**src/hdl/assert_macros.svh**
```systemverilog
// assertion macros used by the pid controller rtl
`ifndef ASSERT_MACROS_SVH
`define ASSERT_MACROS_SVH

// same-cycle implication, checked on the rising clock edge outside reset
`define ASSERT_IMPL(label, clk, rst_n, ante, cons) \
    label: assert property (@(posedge clk) disable iff (!rst_n) (ante) |-> (cons)) \
        else $error("assertion failed");

// next-cycle implication, checked on the rising clock edge outside reset
`define ASSERT_NEXT(label, clk, rst_n, ante, cons) \
    label: assert property (@(posedge clk) disable iff (!rst_n) (ante) |=> (cons)) \
        else $error("assertion failed");

`endif

```
**src/hdl/pid_aw_pkg.sv**
```systemverilog
// package: register indexes, opcodes, reset values and widths of the pid controller
`timescale 1ns / 1ps

package pid_aw_pkg;

    localparam int ErrW   = 16;
    localparam int GainW  = 16;
    localparam int LimW   = 15;
    localparam int DriveW = 32;
    localparam int CfgIdxW = 2;

    typedef enum logic [CfgIdxW-1:0] {
        CFG_GAIN_P    = 2'd0,
        CFG_GAIN_I    = 2'd1,
        CFG_GAIN_D    = 2'd2,
        CFG_INT_LIMIT = 2'd3
    } t_cfg_idx;

    typedef enum logic {
        OP_COMPUTE = 1'b0,
        OP_CLEAR   = 1'b1
    } t_opcode;

    localparam logic signed [GainW-1:0] GainPReset   = 16'sd256;
    localparam logic signed [GainW-1:0] GainIReset   = 16'sd0;
    localparam logic signed [GainW-1:0] GainDReset   = 16'sd0;
    localparam logic [LimW-1:0]         IntLimitReset = 15'd15360;

endpackage

```
**src/hdl/pid_antiwindup_controller.sv**
```systemverilog
// pid controller with integral clamp: top level
`timescale 1ns / 1ps
//
// usage
// input channel: i_valid, i_opcode, i_error_in; the block answers with o_stall.
//   an item is taken at a rising edge with i_valid high and o_stall low.
//   a compute item yields one result; a clear item zeroes the integral and the
//   previous error and yields nothing.
// output channel: o_valid, o_drive_out; the receiver answers with i_stall.
// config channel: i_cfg_valid, i_cfg_index, i_cfg_data, o_cfg_ready (always high).
//   write gains and limit only while no item is in flight.
// path: a compute item is taken into the input register; multiplies, sum and rounding
//   feed the result register, which drives o_drive_out.
// throughput: one item per cycle while o_stall is low; the integral and previous
//   error update in the accept cycle, so the next item may follow at once.
// reset: synchronous, active low; empties both registers, clears the integral, the
//   previous error and loads the default gains and limit.
// stall: a held output keeps its value; the input register fills, then o_stall rises.
//
`include "assert_macros.svh"

module pid_antiwindup_controller (
    input  logic                                  i_clk,
    input  logic                                  i_rst_n,
    input  logic                                  i_valid,
    output logic                                  o_stall,
    input  logic                                  i_opcode,
    input  logic signed [pid_aw_pkg::ErrW-1:0]    i_error_in,
    output logic                                  o_valid,
    input  logic                                  i_stall,
    output logic signed [pid_aw_pkg::DriveW-1:0]  o_drive_out,
    input  logic                                  i_cfg_valid,
    output logic                                  o_cfg_ready,
    input  logic [pid_aw_pkg::CfgIdxW-1:0]        i_cfg_index,
    input  logic [pid_aw_pkg::GainW-1:0]          i_cfg_data
);

    localparam int ErrW  = pid_aw_pkg::ErrW;
    localparam int GainW = pid_aw_pkg::GainW;
    localparam int LimW  = pid_aw_pkg::LimW;
    localparam int DriveW = pid_aw_pkg::DriveW;
    localparam int AccW  = ErrW + 1;
    localparam int ProdW = GainW + ErrW;
    localparam int ProdDW = GainW + AccW;
    localparam int SumW  = ProdDW + 3;
    localparam int RndSh = 10;

    // configuration
    logic signed [GainW-1:0] r_gain_p, r_gain_i, r_gain_d;
    logic [LimW-1:0]         r_int_limit;

    // controller memory
    logic signed [ErrW-1:0] r_integral, n_integral;
    logic signed [ErrW-1:0] r_last_error, n_last_error;

    // input and result registers
    logic                     r_v1, r_out_valid;
    logic signed [ErrW-1:0]   r_e1, r_acc1;
    logic signed [AccW-1:0]   r_diff1;
    logic signed [DriveW-1:0] r_drive;

    logic rdy1, rdy2;
    logic in_acc, in_compute, in_clear;

    logic signed [AccW-1:0]   n_acc_raw, lim_pos, lim_neg, n_diff;
    logic signed [ErrW-1:0]   n_acc;
    logic signed [ProdW-1:0]  n_prod_p, n_prod_i;
    logic signed [ProdDW-1:0] n_prod_d;
    logic signed [SumW-1:0]   p_ext, i_ext, d_ext, n_sum;
    logic signed [DriveW-1:0] n_drive;

    assign rdy2 = !r_out_valid || !i_stall;
    assign rdy1 = !r_v1 || rdy2;

    assign o_stall     = !rdy1;
    assign o_valid     = r_out_valid;
    assign o_drive_out = r_drive;
    assign o_cfg_ready = 1'b1;

    assign in_acc     = i_valid && rdy1;
    assign in_compute = in_acc && (i_opcode == pid_aw_pkg::OP_COMPUTE);
    assign in_clear   = in_acc && (i_opcode == pid_aw_pkg::OP_CLEAR);

    // integral update with clamp, and difference against previous error
    always_comb begin
        n_acc_raw = AccW'(r_integral) + AccW'(i_error_in);
        lim_pos   = AccW'({1'b0, r_int_limit});
        lim_neg   = -lim_pos;
        if (n_acc_raw > lim_pos) begin
            n_acc = ErrW'(lim_pos);
        end else if (n_acc_raw < lim_neg) begin
            n_acc = ErrW'(lim_neg);
        end else begin
            n_acc = ErrW'(n_acc_raw);
        end
        n_diff = AccW'(i_error_in) - AccW'(r_last_error);

        n_integral   = r_integral;
        n_last_error = r_last_error;
        if (in_clear) begin
            n_integral   = '0;
            n_last_error = '0;
        end else if (in_compute) begin
            n_integral   = n_acc;
            n_last_error = i_error_in;
        end
    end

    assign n_prod_p = r_gain_p * r_e1;
    assign n_prod_i = r_gain_i * r_acc1;
    assign n_prod_d = ProdDW'(r_gain_d) * ProdDW'(r_diff1);

    // align to 18 fraction bits, round to 8 with ties toward plus infinity
    always_comb begin
        p_ext   = SumW'(n_prod_p) <<< 2;
        i_ext   = SumW'(n_prod_i);
        d_ext   = SumW'(n_prod_d) <<< 2;
        n_sum   = p_ext + i_ext + d_ext + (SumW'(1) <<< (RndSh - 1));
        n_drive = DriveW'(n_sum >>> RndSh);
    end

    always_ff @(posedge i_clk) begin
        if (!i_rst_n) begin
            r_gain_p     <= pid_aw_pkg::GainPReset;
            r_gain_i     <= pid_aw_pkg::GainIReset;
            r_gain_d     <= pid_aw_pkg::GainDReset;
            r_int_limit  <= pid_aw_pkg::IntLimitReset;
            r_integral   <= '0;
            r_last_error <= '0;
            r_v1         <= 1'b0;
            r_out_valid  <= 1'b0;
        end else begin
            if (i_cfg_valid && o_cfg_ready) begin
                case (pid_aw_pkg::t_cfg_idx'(i_cfg_index))
                    pid_aw_pkg::CFG_GAIN_P:    r_gain_p    <= i_cfg_data;
                    pid_aw_pkg::CFG_GAIN_I:    r_gain_i    <= i_cfg_data;
                    pid_aw_pkg::CFG_GAIN_D:    r_gain_d    <= i_cfg_data;
                    pid_aw_pkg::CFG_INT_LIMIT: r_int_limit <= i_cfg_data[LimW-1:0];
                    default: ;
                endcase
            end
            r_integral   <= n_integral;
            r_last_error <= n_last_error;
            if (rdy1) begin
                r_v1 <= in_compute;
            end
            if (rdy2) begin
                r_out_valid <= r_v1;
            end
        end
    end

    always_ff @(posedge i_clk) begin
        if (rdy1 && in_compute) begin
            r_e1    <= i_error_in;
            r_acc1  <= n_acc;
            r_diff1 <= n_diff;
        end
        if (rdy2 && r_v1) begin
            r_drive <= n_drive;
        end
    end

    `ASSERT_NEXT(a_int_in_limit, i_clk, i_rst_n, in_compute,
        (r_integral <= $signed({2'b00, $past(r_int_limit)})) &&
        (r_integral >= -$signed({2'b00, $past(r_int_limit)})))
    `ASSERT_NEXT(a_clear_zeroes, i_clk, i_rst_n, in_clear,
        (r_integral == '0) && (r_last_error == '0))
    `ASSERT_NEXT(a_clear_no_item, i_clk, i_rst_n, in_clear, !r_v1)

endmodule

```
**config.mk**
```make
export PLATFORM = sky130hd
export DESIGN_NAME = pid_antiwindup_controller
export DESIGN_NICKNAME = d
export VERILOG_FILES = /design/src/hdl/pid_aw_pkg.sv /design/src/hdl/pid_antiwindup_controller.sv
export VERILOG_INCLUDE_DIRS = /design/src /design/src/hdl
export SDC_FILE = /design/constraint.sdc
export NUM_CORES = 2
export LEC_CHECK = 0
export BUFFER_PORTS_ARGS = -buffer_cell sky130_fd_sc_hd__buf_2
export CAP_MARGIN = 20
export CORE_UTILIZATION = 35
export CTS_CLUSTER_SIZE = 12
export DETAILED_ROUTE_END_ITERATION = 8
export PLACE_DENSITY = 0.57
export SLEW_MARGIN = 10
export SYNTH_ARGS = -nofsm -noshare
export SYNTH_HDL_FRONTEND = slang
export SYNTH_SLANG_ARGS = --single-unit
```
**constraint.sdc**
```tcl
create_clock -name i_clk -period 13.7 [get_ports i_clk]
set_input_delay 2.74 -clock i_clk [delete_from_list [all_inputs] [get_ports i_clk]]
set_output_delay 2.74 -clock i_clk [all_outputs]
set_load 0.1 [all_outputs]
```
==> impl_metrics.env <==
export IMPL_cts_htree_levels=4
export IMPL_yosys_area_top_type="fa_1"
export IMPL_cpPeakStageDelay_ns=0.75
export IMPL_powerDensity_mw_per_mm2=205
export IMPL_fmax_mhz=86.2
export IMPL_boundaryPins=75
export IMPL_holdCritPathClass="reg2reg"
export IMPL_stdcell_area_mm2=0.0431
export IMPL_p_leak_uw=0.0204
export IMPL_wl_mm=107
export IMPL_clock_latency_ns=0.51
export IMPL_end_kind="flip-flop"
export IMPL_syn_nets=5635
export IMPL_synth_compound_area_share_pct=7.07
export IMPL_holdWs_ns=0.457
export IMPL_drv_cap=0
export IMPL_cp_data_arrival_time_ns=11.85
export IMPL_routedWlPerCell_um=18.3
export IMPL_syn_inst=4383
export IMPL_grt_pass1_wl_mm=173
export IMPL_grt_remaining_overflow=0
export IMPL_synth_seq_cells=172
export IMPL_via_per_inst=4.85
export IMPL_cts_buffers_inserted=17
export IMPL_cp_required_ns=13.95
export IMPL_yosysUniqueCellTypes=76
export IMPL_cts_buffer_depth=2
export IMPL_grt_pass1_vias=30300
export IMPL_die_h_um=343
export IMPL_cts_tree="done"
export IMPL_synthTopCellsByArea="fa_1 44%, ha_1 10%, inv_1 9.4%"
export IMPL_yosys_warnings=0
export IMPL_synth_edf_count=75
export IMPL_rsz0062_at_grt="false"
export IMPL_synth_top_area_share_pct=43.5
export IMPL_crit_type="reg2reg"
export IMPL_antenna_found_initial=4
export IMPL_cts_hold_buffers_added=0
export IMPL_synth_most_common_cell="inv_1"
export IMPL_first_pass_iters=9
export IMPL_place_area_mm2=0.0424
export IMPL_critPathLaunchType="flip-flop"
export IMPL_outcome="finished, violations left"
export IMPL_grt_usage_pct=19.1
export IMPL_die_w_um=343
export IMPL_drc=7
export IMPL_synth_top_family_by_area="adder cells"
export IMPL_min_period_over_period_pct=84.7
export IMPL_ant_nets=0
export IMPL_cts_resized=0
export IMPL_post_place_ws_ns=2.05
export IMPL_start_util_pct=35.4
export IMPL_clkSinkCount=172
export IMPL_synthSimpleGateAreaFrac_pct=15.0
export IMPL_num_vias=28500
export IMPL_timing_critical_path_mode_cell="fa_1"
export IMPL_slew_headroom_pct=27.8
export IMPL_port_buffer_count=73
export IMPL_fin_tns_setup_ns=0
export IMPL_hpwl_mm=90.8
export IMPL_final_setup_skew_ns=0.0184
export IMPL_ys_flop_type="dfxtp_1"
export IMPL_drive_above_1_share_pct=3.42
export IMPL_postCtsSetupBuffers=0
export IMPL_cp_slowest_cell="dfxtp_1"
export IMPL_rows=124
export IMPL_synthXorXnorAreaFrac_pct=2.97
export IMPL_power_uw=8850
export IMPL_synthArstFlopShare_pct=0
export IMPL_setup_viol=0
export IMPL_fin_nets=5597
export IMPL_ys_seq_area_share_pct=10.3
export IMPL_die_area_mm2=0.117
export IMPL_vdd_ir_drop_max_uv=337
export IMPL_grt_max_degree=70
export IMPL_tightest_slew_ns=1.08
export IMPL_ys_top_cells_by_count="1015 x inv_1, 884 x fa_1, 610 x nand2_1"
export IMPL_synthMuxAreaShare_pct=0.105
export IMPL_synth_fa_ha_area_share_pct=53.6
export IMPL_timing_final_hold_violations=0
export IMPL_drv_slew=0
export IMPL_syn_avg_cell_area_um2=9.27
export IMPL_violations="design-rule violations"
export IMPL_coreArea_mm2=0.115
export IMPL_path_max_fanout=17
export IMPL_first_iter_violations=1836
export IMPL_clkTransAtPathRegs_ns=0.08
export IMPL_root_buffer="clkbuf_16"
export IMPL_netlist_area_mm2=0.0406
export IMPL_place_congestion=0.869
export IMPL_period_minus_slack_ns=11.61
export IMPL_diodes=0
export IMPL_fin_ws_ns=2.09
export IMPL_area_delta_synth_final_pct=6.04
[power breakdown]
group | internal, uW | switching [uW]
registers | 909 | 106
clock network | 296 | 264
logic | 2880 | 4400
total | 4080 | 4770
[cell families after synthesis]
family / count (synthesis)
simple gates: 1260
fa+ha+maj: 1212
buf+inv: 1163
compound gates: 433
flops: 172
xor+xnor: 138
mux: 4
other cells: 1
[metal layers]
metal	global-route usage (%)	part of all wire [%]	wire length, um	up-vias
li1	-	-	-	13100
met1	27.5	48	51200	14600
met2	30.6	45	48000	717
met3	2.70	5.8	6260	96
met4	3.94	1.7	1810	0
met5	0	0	0	-
[stage by stage]
step,std cells,util [%]
floorplan,4383,-
global placement,5836,37.0
detailed placement,5837,37.0
CTS,5869,37.6
global route,5870,37.6
finish,5870,37.6
[path summary, 6_finish.rpt]
| kind | from | depth (start not counted) | to | slack [ns] |
|---|---|---|---|---|
| setup reg to reg | r_gain_p[10] | 39 | o_drive_out[25] | 2.09 |
| setup / recovery | r_gain_p[10] | 39 | o_drive_out[25] | 2.09 |
| hold / removal | r_last_error[10] | 2 | r_last_error[10] | 0.46 |
| hold reg to reg | r_last_error[10] | 2 | r_last_error[10] | 0.46 |
[critical path: cells and delay by family (launching register included)]
kind / cells / cell delay [ns]
xor gates and xnor gates: 2 / 0.56
AOI/OAI and AO/OA: 7 / 1.71
adders and majority gates: 14 / 6.45
buffers and inverters: 9 / 0.54
DFF: 1 / 0.75
and+or+nand+nor: 7 / 1.36
[cell type report]
cell class	instances	area, um2
tap	1512	1890
clock buffer	17	425
fill	11600	71600
inverter	1017	3820
multi-input combinational	3048	32100
clock inverter	15	219
timing repair buffer	89	485
sequential	172	4190
[state kept, by name, indices dropped and copies added (netlist names), 16 cells and up]
register / flops
r_e1: 16
r_diff1: 17
r_gain_i: 16
r_integral: 16
r_gain_p: 16
r_acc1: 16
r_gain_d: 16
o_drive_out: 26
r_last_error: 16
[cell usage in the layout (no fill, tap or decap), drive strengths merged, types with 4 or more instances in the layout]
cell type and instances:
a21oi 116, clkbuf 17, xnor2 112, o21bai 19
nor3b 11, nand2 610, or3 16, o31a 8
o21a 12, nor4 4, a21boi 66, buf 89
nor2b 23, nor3 31, a211oi 15, nand3 34
inv 1023, o211ai 17, and3 21, and2 348
a221oi 5, o21ai 80, nand4 11, a31oi 7
clkinv 5, xor2 26, ha 328, edfxtp 75
fa 884, dfxtp 97, a22o 4, a2111oi 7
o31ai 6, a21o 46, nand2b 40, or2 7
nor2 96
No activity file was read; power rests on OpenSTA's default activity.
